$ cat config.mk
export PLATFORM = sky130hd
export DESIGN_NAME = vswb_cfg
export DESIGN_NICKNAME = d
export VERILOG_FILES = /design/src/sv/verlet_step_with_wall_bounce_unit_assert.svh /design/src/sv/vswb_pkg.sv /design/src/sv/vswb_cfg.sv
export SDC_FILE = /design/constraint.sdc
export NUM_CORES = 1
export LEC_CHECK = 0
export BUFFER_PORTS_ARGS = -buffer_cell sky130_fd_sc_hd__buf_2
export CAP_MARGIN = 0
export CORE_MARGIN = 3
export CORE_UTILIZATION = 50
export DETAILED_ROUTE_END_ITERATION = 10
export GPL_ROUTABILITY_DRIVEN = 0
export MAX_ROUTING_LAYER = met4
export PLACE_DENSITY = 0.88
export SYNTH_ARGS = -nofsm -noshare
export SYNTH_HDL_FRONTEND = slang
export SYNTH_SLANG_ARGS = --single-unit
$ cat constraint.sdc
create_clock -name clk -period 2.55 [get_ports clk]
set_input_delay 0.1275 -clock clk [delete_from_list [all_inputs] [get_ports clk]]
set_output_delay 0.1275 -clock clk [all_outputs]
set_load 0.005 [all_outputs]
$ cat src/sv/verlet_step_with_wall_bounce_unit_assert.svh
// assertion macros for the verlet step unit
`ifndef VERLET_STEP_WITH_WALL_BOUNCE_UNIT_ASSERT_SVH
`define VERLET_STEP_WITH_WALL_BOUNCE_UNIT_ASSERT_SVH

// same-cycle implication, checked out of reset
`define VSWB_ASSERT_IMP(lbl, ante, cons, msg) \
  lbl: assert property (@(posedge clk) disable iff (rst) (ante) |-> (cons)) else $error(msg);

// next-cycle implication, checked out of reset
`define VSWB_ASSERT_NXT(lbl, ante, cons, msg) \
  lbl: assert property (@(posedge clk) disable iff (rst) (ante) |=> (cons)) else $error(msg);

`endif

$ cat src/sv/vswb_pkg.sv
// shared types, widths and codes for the verlet step unit
package vswb_pkg;

  localparam int DefPosWidth = 24;
  localparam int DtWidth     = 16;
  localparam int RadWidth    = 16;
  localparam int BoxWidth    = 24;
  localparam int SizeWidth   = 23;
  localparam int CfgIdxWidth = 3;
  localparam int CfgDatWidth = 24;
  localparam int HitWidth    = 2;
  localparam int RoundShift  = 16;

  localparam logic [CfgIdxWidth-1:0] REG_TIME_STEP  = 3'd0;
  localparam logic [CfgIdxWidth-1:0] REG_BOX_LEFT   = 3'd1;
  localparam logic [CfgIdxWidth-1:0] REG_BOX_TOP    = 3'd2;
  localparam logic [CfgIdxWidth-1:0] REG_BOX_WIDTH  = 3'd3;
  localparam logic [CfgIdxWidth-1:0] REG_BOX_HEIGHT = 3'd4;

  localparam logic [HitWidth-1:0] HIT_NONE = 2'd0;
  localparam logic [HitWidth-1:0] HIT_LOW  = 2'd1;
  localparam logic [HitWidth-1:0] HIT_HIGH = 2'd2;
  localparam logic [HitWidth-1:0] HIT_BAD  = 2'd3;

  localparam logic [DtWidth-1:0]   RST_TIME_STEP  = 16'd4096;
  localparam logic [BoxWidth-1:0]  RST_BOX_LEFT   = 24'd0;
  localparam logic [BoxWidth-1:0]  RST_BOX_TOP    = 24'd0;
  localparam logic [SizeWidth-1:0] RST_BOX_WIDTH  = 23'd204800;
  localparam logic [SizeWidth-1:0] RST_BOX_HEIGHT = 23'd153600;

  typedef struct packed {
    logic signed [BoxWidth-1:0] lo;
    logic [SizeWidth-1:0]       size;
  } axis_cfg_t;

  typedef struct packed {
    logic [DtWidth-1:0] dt;
    axis_cfg_t          x;
    axis_cfg_t          y;
  } cfg_t;

endpackage

$ cat src/sv/vswb_cfg.sv
// configuration register file for the verlet step unit
module vswb_cfg
  import vswb_pkg::*;
(
  input  logic                   clk,
  input  logic                   rst,
  input  logic                   wr_en,
  input  logic [CfgIdxWidth-1:0] wr_index,
  input  logic [CfgDatWidth-1:0] wr_data,
  output cfg_t                   cfg
);

  always_ff @(posedge clk) begin
    if (rst) begin
      cfg.dt      <= RST_TIME_STEP;
      cfg.x.lo    <= RST_BOX_LEFT;
      cfg.y.lo    <= RST_BOX_TOP;
      cfg.x.size  <= RST_BOX_WIDTH;
      cfg.y.size  <= RST_BOX_HEIGHT;
    end else if (wr_en) begin
      case (wr_index)
        REG_TIME_STEP:  cfg.dt     <= wr_data[DtWidth-1:0];
        REG_BOX_LEFT:   cfg.x.lo   <= wr_data[BoxWidth-1:0];
        REG_BOX_TOP:    cfg.y.lo   <= wr_data[BoxWidth-1:0];
        REG_BOX_WIDTH:  cfg.x.size <= wr_data[SizeWidth-1:0];
        REG_BOX_HEIGHT: cfg.y.size <= wr_data[SizeWidth-1:0];
        default: ;
      endcase
    end
  end

endmodule

==> impl_metrics.tcl <==
set metrics [dict create \
    areaGrowthSynthToFinish_pct 21.2 \
    grt_overflow 0 \
    ys_ff_latch 110 \
    p_sw_share_pct 24.4 \
    slew_headroom_pct 35.6 \
    p_seq_share_pct 60.0 \
    drt-pass1-iter-count 5 \
    power-per-cell-area_mw_per_mm2 554 \
    place_inst 619 \
    syn_area_mm2 0.00440 \
    min_to "cfg[60]" \
    status "completed" \
    drt_iter0_drc 56 \
    fmax_ghz 0.752 \
    r2r_start "cfg[47]" \
    grt_antenna_before_repair 0 \
    startpoint_type "primary input" \
    drv_cap 0 \
    r2r_slack_ns 1.89 \
    worst_pin_slew_ns 0.965 \
    path_clk_slew_ns 0.10 \
    synthesis.nets 428 \
    cts_setup_buffers 0 \
    grt_pass1_vias 3258 \
    hold_viol_final 0 \
    die_y_um 99.8 \
    avgSynthCellArea_um2 11.1 \
    fin_crit_sh_pct 52.1 \
    ys_warn_count 0 \
    final.fill_count 711 \
    diodes 0 \
    fin_crit_ns 1.33 \
    combinationalPowerShare_pct 8.3 \
    synth-seq-area-share_pct 50.0 \
    power.share.clock_pct 31.7 \
    cts-buffers-inserted 9 \
    hp-start "wr_data[13]" \
    rows 33 \
    switchingPower_uw 722 \
    r2r-end "cfg[47]" \
    ios 140 \
    synth.distinct_cells 15 \
    wl_per_cell_um 15.7 \
    end_kind "flip-flop" \
    reg2reg_depth 2 \
    die_w_um 99.8 \
    min_path_type "in2reg" \
    regMostFlops "cfg" \
    vias_per_cell 5.03 \
    ctsRootBufferMaster "clkbuf_8" \
    port_buffers 139 \
    routed_wl_mm 9.93 \
    synth_cells 398 \
    ctsResizeCount 0 \
    ctsHtreeMaxLevel 3 \
    final_common_cell "buf_2" \
    worstSetupPathType "in2reg" \
    whs_path_depth 3 \
    leakagePower_uw 0.00278 \
    cts_tree "built" \
    crit_slowest_cell "nand4bb_2" \
    p_int_uw 2240 \
    drive_above_1_share_pct 31.2 \
    hold_slack_ns 0.0524 \
    start_util_pct 52.5 \
    cp_cell_sequence "buf_2, nand4bb_2, mux2i_1" \
    setup_viol 0 \
    cts_hold_buf 0 \
    clock_sinks 110 \
    skew_ns 0 \
    grt_max_degree 52 \
    slowest_delay_ns 0.90 \
    worstPathArrival_ns 1.59 \
    mostFrequentLayoutCells "buf_2 (139), nand2b_1 (126), mux2i_1 (110), dfxtp_1 (110), nor2_1 (14)" \
    largest_reg_flops 110 \
    dieArea_mm2 0.00997 \
    grt.total_usage_pct 20.9 \
    vias 3186 \
    crit_fanout 20 \
    fin_setup_tns_ns 0 \
    grt_setup_unrepaired "no" \
    ctsLongestPathBuffers 2 \
    core_mm2 0.00838 \
    ant_nets 0 \
    clkLatencyLatePin_ns 0.35 \
    num-nets-final 555 \
    grt_pass1_wl_mm 16.2 \
    slew_violations 0 \
    largest_registers "cfg: 110 flops" \
    drc_errors 0 \
    ir_worst_vdd_mv 0.303 \
    layout.cells.non_filler 634 \
    dpl.hpwl_mm 7.17 \
    worstPathRequired_ns 2.81 \
]
## metrics by stage
step / area (µm²) / utilization (%) / power [µW] / setup WS (ns)
3_5_place_dp: 5170 / 61.6 / 2060 / 0.827
3_3_place_gp: 5170 / 61.6 / 2060 / 0.908
6_report: 5340 / 63.7 / 2960 / 1.22
5_1_grt: 5340 / 63.7 / 3080 / 1.12
4_1_cts: 5340 / 63.7 / 2980 / 1.22
2_1_floorplan: 4400 / - / 1960 / 1.34
## cell usage after synthesis
| library cell | count | area (µm²) |
|---|---|---|
| and4b_1 | 1 | 10.0 |
| and4bb_1 | 1 | 12.5 |
| and4bb_2 | 1 | 12.5 |
| buf_2 | 6 | 30.0 |
| buf_4 | 5 | 37.5 |
| buf_6 | 1 | 11.3 |
| clkbuf_1 | 17 | 63.8 |
| dfxtp_1 | 110 | 2200 |
| mux2i_1 | 110 | 1100 |
| nand2b_1 | 126 | 788 |
| nand4b_1 | 1 | 8.76 |
| nand4bb_1 | 3 | 33.8 |
| nor2_1 | 14 | 52.6 |
| nor4b_4 | 1 | 23.8 |
| or4b_4 | 1 | 13.8 |
## critical path, delay by kind of cell
kind                   cells  cell delay [ns]
AND/OR/NAND/NOR            1             0.90
buffers and inverters      1             0.15
multiplexers               1             0.40
## worst max-delay path by stage
stage | start | end | slack, ns | cells past startpoint
2_1_floorplan | wr_index[1] | cfg[100] | 1.34 | 4
3_3_place_gp | wr_index[0] | cfg[22] | 0.91 | 3
3_5_place_dp | wr_index[0] | cfg[3] | 0.83 | 3
4_1_cts | wr_index[0] | cfg[3] | 1.22 | 3
5_1_grt | wr_index[0] | cfg[16] | 1.12 | 3
6_report | wr_index[0] | cfg[3] | 1.22 | 3
## routing by layer
layer | routed length, µm | part of all wire, % | GRT usage [%] | vias up
met3 | 596 | 6.0 | 4.45 | 15
met5 | 0 | 0 | - | -
li1 | - | - | - | 1568
met2 | 4810 | 48 | 34.4 | 104
met4 | 165 | 1.7 | 6.30 | 0
met1 | 4370 | 44 | 25.9 | 1499
## kinds of logic after synthesis
| logic type | after synthesis | share of synthesized area, % |
|---|---|---|
| and+or+nand+nor | 149 | 21.7 |
| DFF | 110 | 50.0 |
| buffers and inverters | 29 | 3.24 |
| muxes | 110 | 25.0 |
## cell type report
cell class | count | area (µm²) | area share (%)
tap | 105 | 131 | 2.46
clock buffer | 9 | 124 | 2.32
clock inverter | 6 | 46.3 | 0.868
multi-input combinational | 259 | 2070 | 38.7
sequential | 110 | 2200 | 41.3
timing repair buffer | 145 | 766 | 14.3
## power by group through the flow
stage / Combinational [µW] / Sequential, µW / Clock [µW]
6_report: 247 / 1780 / 936
3_3_place_gp: 243 / 1810 / 0
5_1_grt: 271 / 1780 / 1030
2_1_floorplan: 147 / 1820 / 0
3_5_place_dp: 249 / 1810 / 0
4_1_cts: 250 / 1780 / 960
Note: power is estimated with default switching activity, not from simulation.
