[src/sv/verlet_step_with_wall_bounce_unit_assert.svh]
// assertion macros for the verlet step unit
`ifndef VERLET_STEP_WITH_WALL_BOUNCE_UNIT_ASSERT_SVH
`define VERLET_STEP_WITH_WALL_BOUNCE_UNIT_ASSERT_SVH

// same-cycle implication, checked out of reset
`define VSWB_ASSERT_IMP(lbl, ante, cons, msg) \
  lbl: assert property (@(posedge clk) disable iff (rst) (ante) |-> (cons)) else $error(msg);

// next-cycle implication, checked out of reset
`define VSWB_ASSERT_NXT(lbl, ante, cons, msg) \
  lbl: assert property (@(posedge clk) disable iff (rst) (ante) |=> (cons)) else $error(msg);

`endif

[src/sv/vswb_pkg.sv]
// shared types, widths and codes for the verlet step unit
package vswb_pkg;

  localparam int DefPosWidth = 24;
  localparam int DtWidth     = 16;
  localparam int RadWidth    = 16;
  localparam int BoxWidth    = 24;
  localparam int SizeWidth   = 23;
  localparam int CfgIdxWidth = 3;
  localparam int CfgDatWidth = 24;
  localparam int HitWidth    = 2;
  localparam int RoundShift  = 16;

  localparam logic [CfgIdxWidth-1:0] REG_TIME_STEP  = 3'd0;
  localparam logic [CfgIdxWidth-1:0] REG_BOX_LEFT   = 3'd1;
  localparam logic [CfgIdxWidth-1:0] REG_BOX_TOP    = 3'd2;
  localparam logic [CfgIdxWidth-1:0] REG_BOX_WIDTH  = 3'd3;
  localparam logic [CfgIdxWidth-1:0] REG_BOX_HEIGHT = 3'd4;

  localparam logic [HitWidth-1:0] HIT_NONE = 2'd0;
  localparam logic [HitWidth-1:0] HIT_LOW  = 2'd1;
  localparam logic [HitWidth-1:0] HIT_HIGH = 2'd2;
  localparam logic [HitWidth-1:0] HIT_BAD  = 2'd3;

  localparam logic [DtWidth-1:0]   RST_TIME_STEP  = 16'd4096;
  localparam logic [BoxWidth-1:0]  RST_BOX_LEFT   = 24'd0;
  localparam logic [BoxWidth-1:0]  RST_BOX_TOP    = 24'd0;
  localparam logic [SizeWidth-1:0] RST_BOX_WIDTH  = 23'd204800;
  localparam logic [SizeWidth-1:0] RST_BOX_HEIGHT = 23'd153600;

  typedef struct packed {
    logic signed [BoxWidth-1:0] lo;
    logic [SizeWidth-1:0]       size;
  } axis_cfg_t;

  typedef struct packed {
    logic [DtWidth-1:0] dt;
    axis_cfg_t          x;
    axis_cfg_t          y;
  } cfg_t;

endpackage

[src/sv/vswb_axis.sv]
// five-stage integrate and wall-bounce datapath for one axis
module vswb_axis
  import vswb_pkg::*;
#(
  parameter int POS_WIDTH = DefPosWidth
) (
  input  logic                        clk,
  input  logic                        en,
  input  logic [DtWidth-1:0]          dt,
  input  axis_cfg_t                   acfg,
  input  logic                        low_strict,
  input  logic signed [POS_WIDTH-1:0] pos,
  input  logic signed [POS_WIDTH-1:0] prev,
  input  logic signed [POS_WIDTH-1:0] accel,
  input  logic [RadWidth-1:0]         radius,
  output logic signed [POS_WIDTH-1:0] new_pos,
  output logic signed [POS_WIDTH-1:0] new_prev,
  output logic [HitWidth-1:0]         hit
);

  localparam int W   = POS_WIDTH;
  localparam int P1W = W + DtWidth + 1;       // acc * dt
  localparam int AW  = W + 1;                 // rounded acc * dt
  localparam int P2W = AW + DtWidth + 1;      // a * dt
  localparam int TW  = W + 2;                 // rounded a * dt
  localparam int NW  = W + 3;                 // next position
  localparam int CW  = ((NW > BoxWidth + 2) ? NW : BoxWidth + 2) + 2;
  localparam int SW  = CW + 1;

  localparam logic [P1W:0] HALF1 = (P1W + 1)'(1) << (RoundShift - 1);
  localparam logic [P2W:0] HALF2 = (P2W + 1)'(1) << (RoundShift - 1);

  function automatic logic signed [W-1:0] sat(input logic signed [SW-1:0] v);
    logic [SW-W:0] top;
    top = v[SW-1:W-1];
    if ((&top) || !(|top)) begin
      sat = v[W-1:0];
    end else if (v[SW-1]) begin
      sat = {1'b1, {(W-1){1'b0}}};
    end else begin
      sat = {1'b0, {(W-1){1'b1}}};
    end
  endfunction

  logic signed [DtWidth:0] dt_s;
  assign dt_s = $signed({1'b0, dt});

  // stage 1: acc * dt
  logic signed [P1W-1:0]  s1_prod;
  logic signed [W-1:0]    s1_pos, s1_prev;
  logic [RadWidth-1:0]    s1_r;

  // stage 2: round, a * dt
  logic signed [P1W:0]    s2_sum;
  logic signed [AW-1:0]   s2_a;
  logic signed [P2W-1:0]  s2_prod;
  logic signed [W-1:0]    s2_pos, s2_prev;
  logic [RadWidth-1:0]    s2_r;

  // stage 3: round, 2p - q + term
  logic signed [P2W:0]    s3_sum;
  logic signed [TW-1:0]   s3_term;
  logic signed [NW-1:0]   s3_next_c;
  logic signed [NW-1:0]   s3_next;
  logic signed [W-1:0]    s3_pos;
  logic [RadWidth-1:0]    s3_r;

  // stage 4: wall tests
  logic signed [CW-1:0]   nx_e, r_e, lo_e, hi_e, lo_diff, hi_sum;
  logic                   low_hit, high_hit;
  logic signed [CW-1:0]   s4_next, s4_reset;
  logic signed [W-1:0]    s4_pos;
  logic [HitWidth-1:0]    s4_hit;

  // stage 5: resolve and clip
  logic signed [SW-1:0]   pos_e, prev_calc, next_sel;

  assign s2_sum    = $signed({s1_prod[P1W-1], s1_prod}) + $signed(HALF1);
  assign s2_a      = s2_sum[P1W-1:RoundShift];
  assign s3_sum    = $signed({s2_prod[P2W-1], s2_prod}) + $signed(HALF2);
  assign s3_term   = s3_sum[P2W-1:RoundShift];
  assign s3_next_c = ($signed({{3{s2_pos[W-1]}}, s2_pos}) <<< 1)
                   - $signed({{3{s2_prev[W-1]}}, s2_prev})
                   + $signed({s3_term[TW-1], s3_term});

  assign nx_e     = $signed({{(CW-NW){s3_next[NW-1]}}, s3_next});
  assign r_e      = $signed({{(CW-RadWidth){1'b0}}, s3_r});
  assign lo_e     = $signed({{(CW-BoxWidth){acfg.lo[BoxWidth-1]}}, acfg.lo});
  assign hi_e     = lo_e + $signed({{(CW-SizeWidth){1'b0}}, acfg.size});
  assign lo_diff  = nx_e - r_e;
  assign hi_sum   = nx_e + r_e;
  assign low_hit  = low_strict ? (lo_diff < lo_e) : (lo_diff <= lo_e);
  assign high_hit = (hi_sum >= hi_e);

  // mirrored previous: reset - (pos - next)
  assign pos_e     = $signed({{(SW-W){s4_pos[W-1]}}, s4_pos});
  assign prev_calc = $signed({s4_reset[CW-1], s4_reset}) - pos_e
                   + $signed({s4_next[CW-1], s4_next});
  assign next_sel  = (s4_hit == HIT_NONE) ? $signed({s4_next[CW-1], s4_next})
                                          : $signed({s4_reset[CW-1], s4_reset});

  always_ff @(posedge clk) begin
    if (en) begin
      s1_prod  <= accel * dt_s;
      s1_pos   <= pos;
      s1_prev  <= prev;
      s1_r     <= radius;

      s2_prod  <= s2_a * dt_s;
      s2_pos   <= s1_pos;
      s2_prev  <= s1_prev;
      s2_r     <= s1_r;

      s3_next  <= s3_next_c;
      s3_pos   <= s2_pos;
      s3_r     <= s2_r;

      s4_next  <= nx_e;
      s4_pos   <= s3_pos;
      if (low_hit) begin
        s4_hit   <= HIT_LOW;
        s4_reset <= lo_e + r_e;
      end else if (high_hit) begin
        s4_hit   <= HIT_HIGH;
        s4_reset <= hi_e - r_e;
      end else begin
        s4_hit   <= HIT_NONE;
        s4_reset <= nx_e;
      end

      new_pos  <= sat(next_sel);
      new_prev <= (s4_hit == HIT_NONE) ? s4_pos : sat(prev_calc);
      hit      <= s4_hit;
    end
  end

endmodule

[config.mk]
export PLATFORM = sky130hd
export DESIGN_NAME = vswb_axis
export DESIGN_NICKNAME = d
export VERILOG_FILES = /design/src/sv/verlet_step_with_wall_bounce_unit_assert.svh /design/src/sv/vswb_pkg.sv /design/src/sv/vswb_axis.sv
export SDC_FILE = /design/constraint.sdc
export NUM_CORES = 2
export LEC_CHECK = 0
export BUFFER_PORTS_ARGS = -buffer_cell sky130_fd_sc_hd__buf_2
export CAP_MARGIN = 20
export CORE_MARGIN = 2
export CORE_UTILIZATION = 27
export DETAILED_ROUTE_END_ITERATION = 6
export GPL_TIMING_DRIVEN = 0
export SLEW_MARGIN = 20
export SYNTH_ARGS = -nofsm -noshare
export SYNTH_HDL_FRONTEND = slang
export SYNTH_SLANG_ARGS = --single-unit
export TNS_END_PERCENT = 20
[constraint.sdc]
create_clock -name clk -period 10.9 [get_ports clk]
set_input_delay 1.09 -clock clk [delete_from_list [all_inputs] [get_ports clk]]
set_output_delay 1.09 -clock clk [all_outputs]
set_load 0.01 [all_outputs]
==> flow_summary.json <==
{
  "ys_ff_latch": 378,
  "fin_setup_tns_ns": 0,
  "postCtsSetupBuffers": 0,
  "yosys-top-cells-area": "fa_1 (32%), edfxtp_1 (22%), ha_1 (9.8%)",
  "synth_top_family_by_area": "adder cells",
  "drt-total-wl_um": 150000,
  "whs_path_depth": 0,
  "async_flop_share": 0,
  "dp_hpwl_um": 127000,
  "cts_hold_buf": 0,
  "highest_layer": "met5",
  "cp.arrival_ns": 10.38,
  "hp-start": "s3_pos[5]",
  "cp_num_buf_inv": 4,
  "synth.distinct_cells": 88,
  "crit_path_start_kind": "register",
  "synth_ff_type": "edfxtp_1",
  "tightest_slew_ns": 1.12,
  "grt_usage": 0.157,
  "max_slew_margin": 0.252,
  "drv_cap": 0,
  "ff_latch_area_um2": 11400,
  "synth-compound-area-share": 0.0805,
  "port_buffers": 188,
  "gp_congestion": 0.925,
  "num_io_pins": 204,
  "cts_buffers": 45,
  "first_iter_violations": 2485,
  "r2r-end": "s2_prod[41]",
  "dr_wl_met2_um": 74700,
  "rsz0062_at_grt": "false",
  "fin_skew_ns": 0.0587,
  "area_growth_pct": 11.1,
  "slowest_stage": "o41ai_1",
  "drt-pass1-iter-count": 6,
  "cts_root_buf": "clkbuf_16",
  "fin_nets": 6812,
  "synth_area_um2": 51300,
  "rows": 159,
  "synthAdderAreaFrac": 0.418,
  "slew_viol_final": 0,
  "clockBufferDepth": 3,
  "critPathMaxFanout": 10,
  "syn_avg_cell_area_um2": 9.87,
  "synthCells": 5197,
  "grt_pass1_vias": 39387,
  "coreArea_um2": 188000,
  "grt_max_degree": 102,
  "drc": 0,
  "required_ns": 11.25,
  "die_w_um": 440,
  "fill_cells": 19660,
  "critPathKind": "register to register",
  "clk_latency_ns": 0.66,
  "ys_seq_area_frac": 0.221,
  "multi_input_area_um2": 35000,
  "antenna_left": 0,
  "hold_end": "s4_pos[5]",
  "clkTransAtPathRegs_ns": 0.08,
  "cts_tree": "built",
  "path_common_cell": "fa_1",
  "via_count": 36582,
  "antenna_found_initial": 18,
  "post-synth-top-count-cell": "inv_1",
  "synthMuxAreaShare": 0.00759,
  "cts_sinks": 378,
  "synth_xor_area_frac": 0.0430,
  "cp_top_family": "adder cells",
  "rrSetupSlack_ns": 0.87,
  "grt_pass1_wl_um": 232000,
  "met1_length_um": 61600,
  "htree_levels": 2,
  "die_area_um2": 193000,
  "met3_length_um": 8560,
  "reg2reg_depth": 30,
  "synthSimpleGateAreaFrac": 0.134,
  "ctsResizeCount": 0,
  "hold_class": "register to register",
  "hold_violations": 0,
  "drive_above_1_share": 0.0569,
  "synth_largest_area_cell": "fa_1",
  "max_freq_mhz": 99.7,
  "wl_per_cell_um": 18.9,
  "start_util": 0.273,
  "die_h_um": 440,
  "crit_path_end_kind": "register",
  "setup_violations": 0,
  "regToRegStartpoint": "s1_prod[17]",
  "min_period_over_period": 0.920,
  "synth-edff-count": 378,
  "grt_overflow": 0,
  "outcome": "finished, final reports clean",
  "period_minus_slack_ns": 10.03,
  "vias_per_cell": 4.59,
  "max_stage_delay_ns": 0.86,
  "ys_top_cells_by_count": "inv_1 (1123), fa_1 (822), nand2_1 (593)",
  "synth_nets": 6573,
  "synthDominantCellAreaShare": 0.321,
  "yosys_warnings": 0
}
==> per-layer routing <==
metal  up-vias  track usage
li1      16887            -
met1     18339        0.196
met2      1095        0.279
met3       255       0.0216
met4         6       0.0517
met5         -            0
==> area by class of cell <==
type,instances,area share
multi-input cells,3517,0.615
flip-flops and latches,378,0.199
inverters,1124,0.0740
well taps,2495,0.0548
clock buffers,51,0.0202
repair buffers,192,0.0184
plain buffers,178,0.0120
clock inverters,29,0.00639
diodes,5,0.000220
==> registers in the layout, indices dropped and copies added, names as in the netlist <==
name / flops
new_pos: 24
s4_pos: 24
hit: 2
s2_r: 16
s2_pos: 24
s4_reset: 27
new_prev: 24
s1_prod: 26
s2_prev: 24
s2_prod: 27
s3_r: 16
s1_pos: 24
s1_prev: 24
s1_r: 16
s3_pos: 24
s4_hit: 2
s4_next: 27
s3_next: 27
==> placed cells by master, fill, tap and decap left out, drive strengths merged, types with 37 or more instances in the layout <==
cell,Yosys,final
inv,1124,1127
fa,822,822
nand2,593,593
ha,400,400
edfxtp,378,378
and2,350,350
clkbuf,172,223
buf,6,197
xnor2,188,188
a21oi,159,159
nor2,158,158
o21ai,107,107
a21o,83,83
xor2,64,64
nand3,63,63
nor3,42,42
nor2b,37,37
==> kinds of logic after synthesis <==
group                      after synthesis
DFF                                    378
and+or+nand+nor                       1401
AOI/OAI and AO/OA                      604
muxes                                   38
buffers and inverters                 1302
xor gates and xnor gates               252
adders and majority gates             1222
==> through the flow <==
step | util | cell area (um^2) | hold slack (ns) | instances | setup WS (ns)
final | 0.303 | 57000 | 0.381 | 7969 | 0.872
after detailed placement | 0.295 | 55400 | 0.405 | 7883 | 1.03
after floorplan | - | 51300 | 0.400 | 5197 | 2.82
after global routing | 0.303 | 57000 | 0.389 | 7966 | 0.257
after global placement | 0.294 | 55400 | 0.403 | 7880 | 1.22
after CTS | 0.303 | 57000 | 0.368 | 7963 | 1.03
==> how the worst max path moves through the flow <==
stage | startpoint | to | slack, ns | cells past startpoint
2_1_floorplan | s1_prod[17] | s2_prod[38] | 2.82 | 30
3_3_place_gp | s1_prod[17] | s2_prod[41] | 1.22 | 30
3_5_place_dp | s1_prod[17] | s2_prod[41] | 1.03 | 30
4_1_cts | s1_prod[17] | s2_prod[41] | 1.03 | 30
5_1_grt | s1_prod[17] | s2_prod[41] | 0.26 | 30
6_report | s1_prod[17] | s2_prod[41] | 0.87 | 30
==> worst register-to-register path, delay by kind of cell (launching register included) <==
family / cells / cell delay [ns]
adder cells (fa/ha/maj): 7 / 3.45
AND/OR/NAND/NOR: 11 / 2.30
AO/OA/AOI/OAI: 6 / 2.03
buffers and inverters: 4 / 0.81
XOR/XNOR: 2 / 0.76
flip-flops: 1 / 0.41
Power is left out: the tool's default activity adds up to more than one toggle a clock period on the data nets, which glitch-free logic cannot reach.
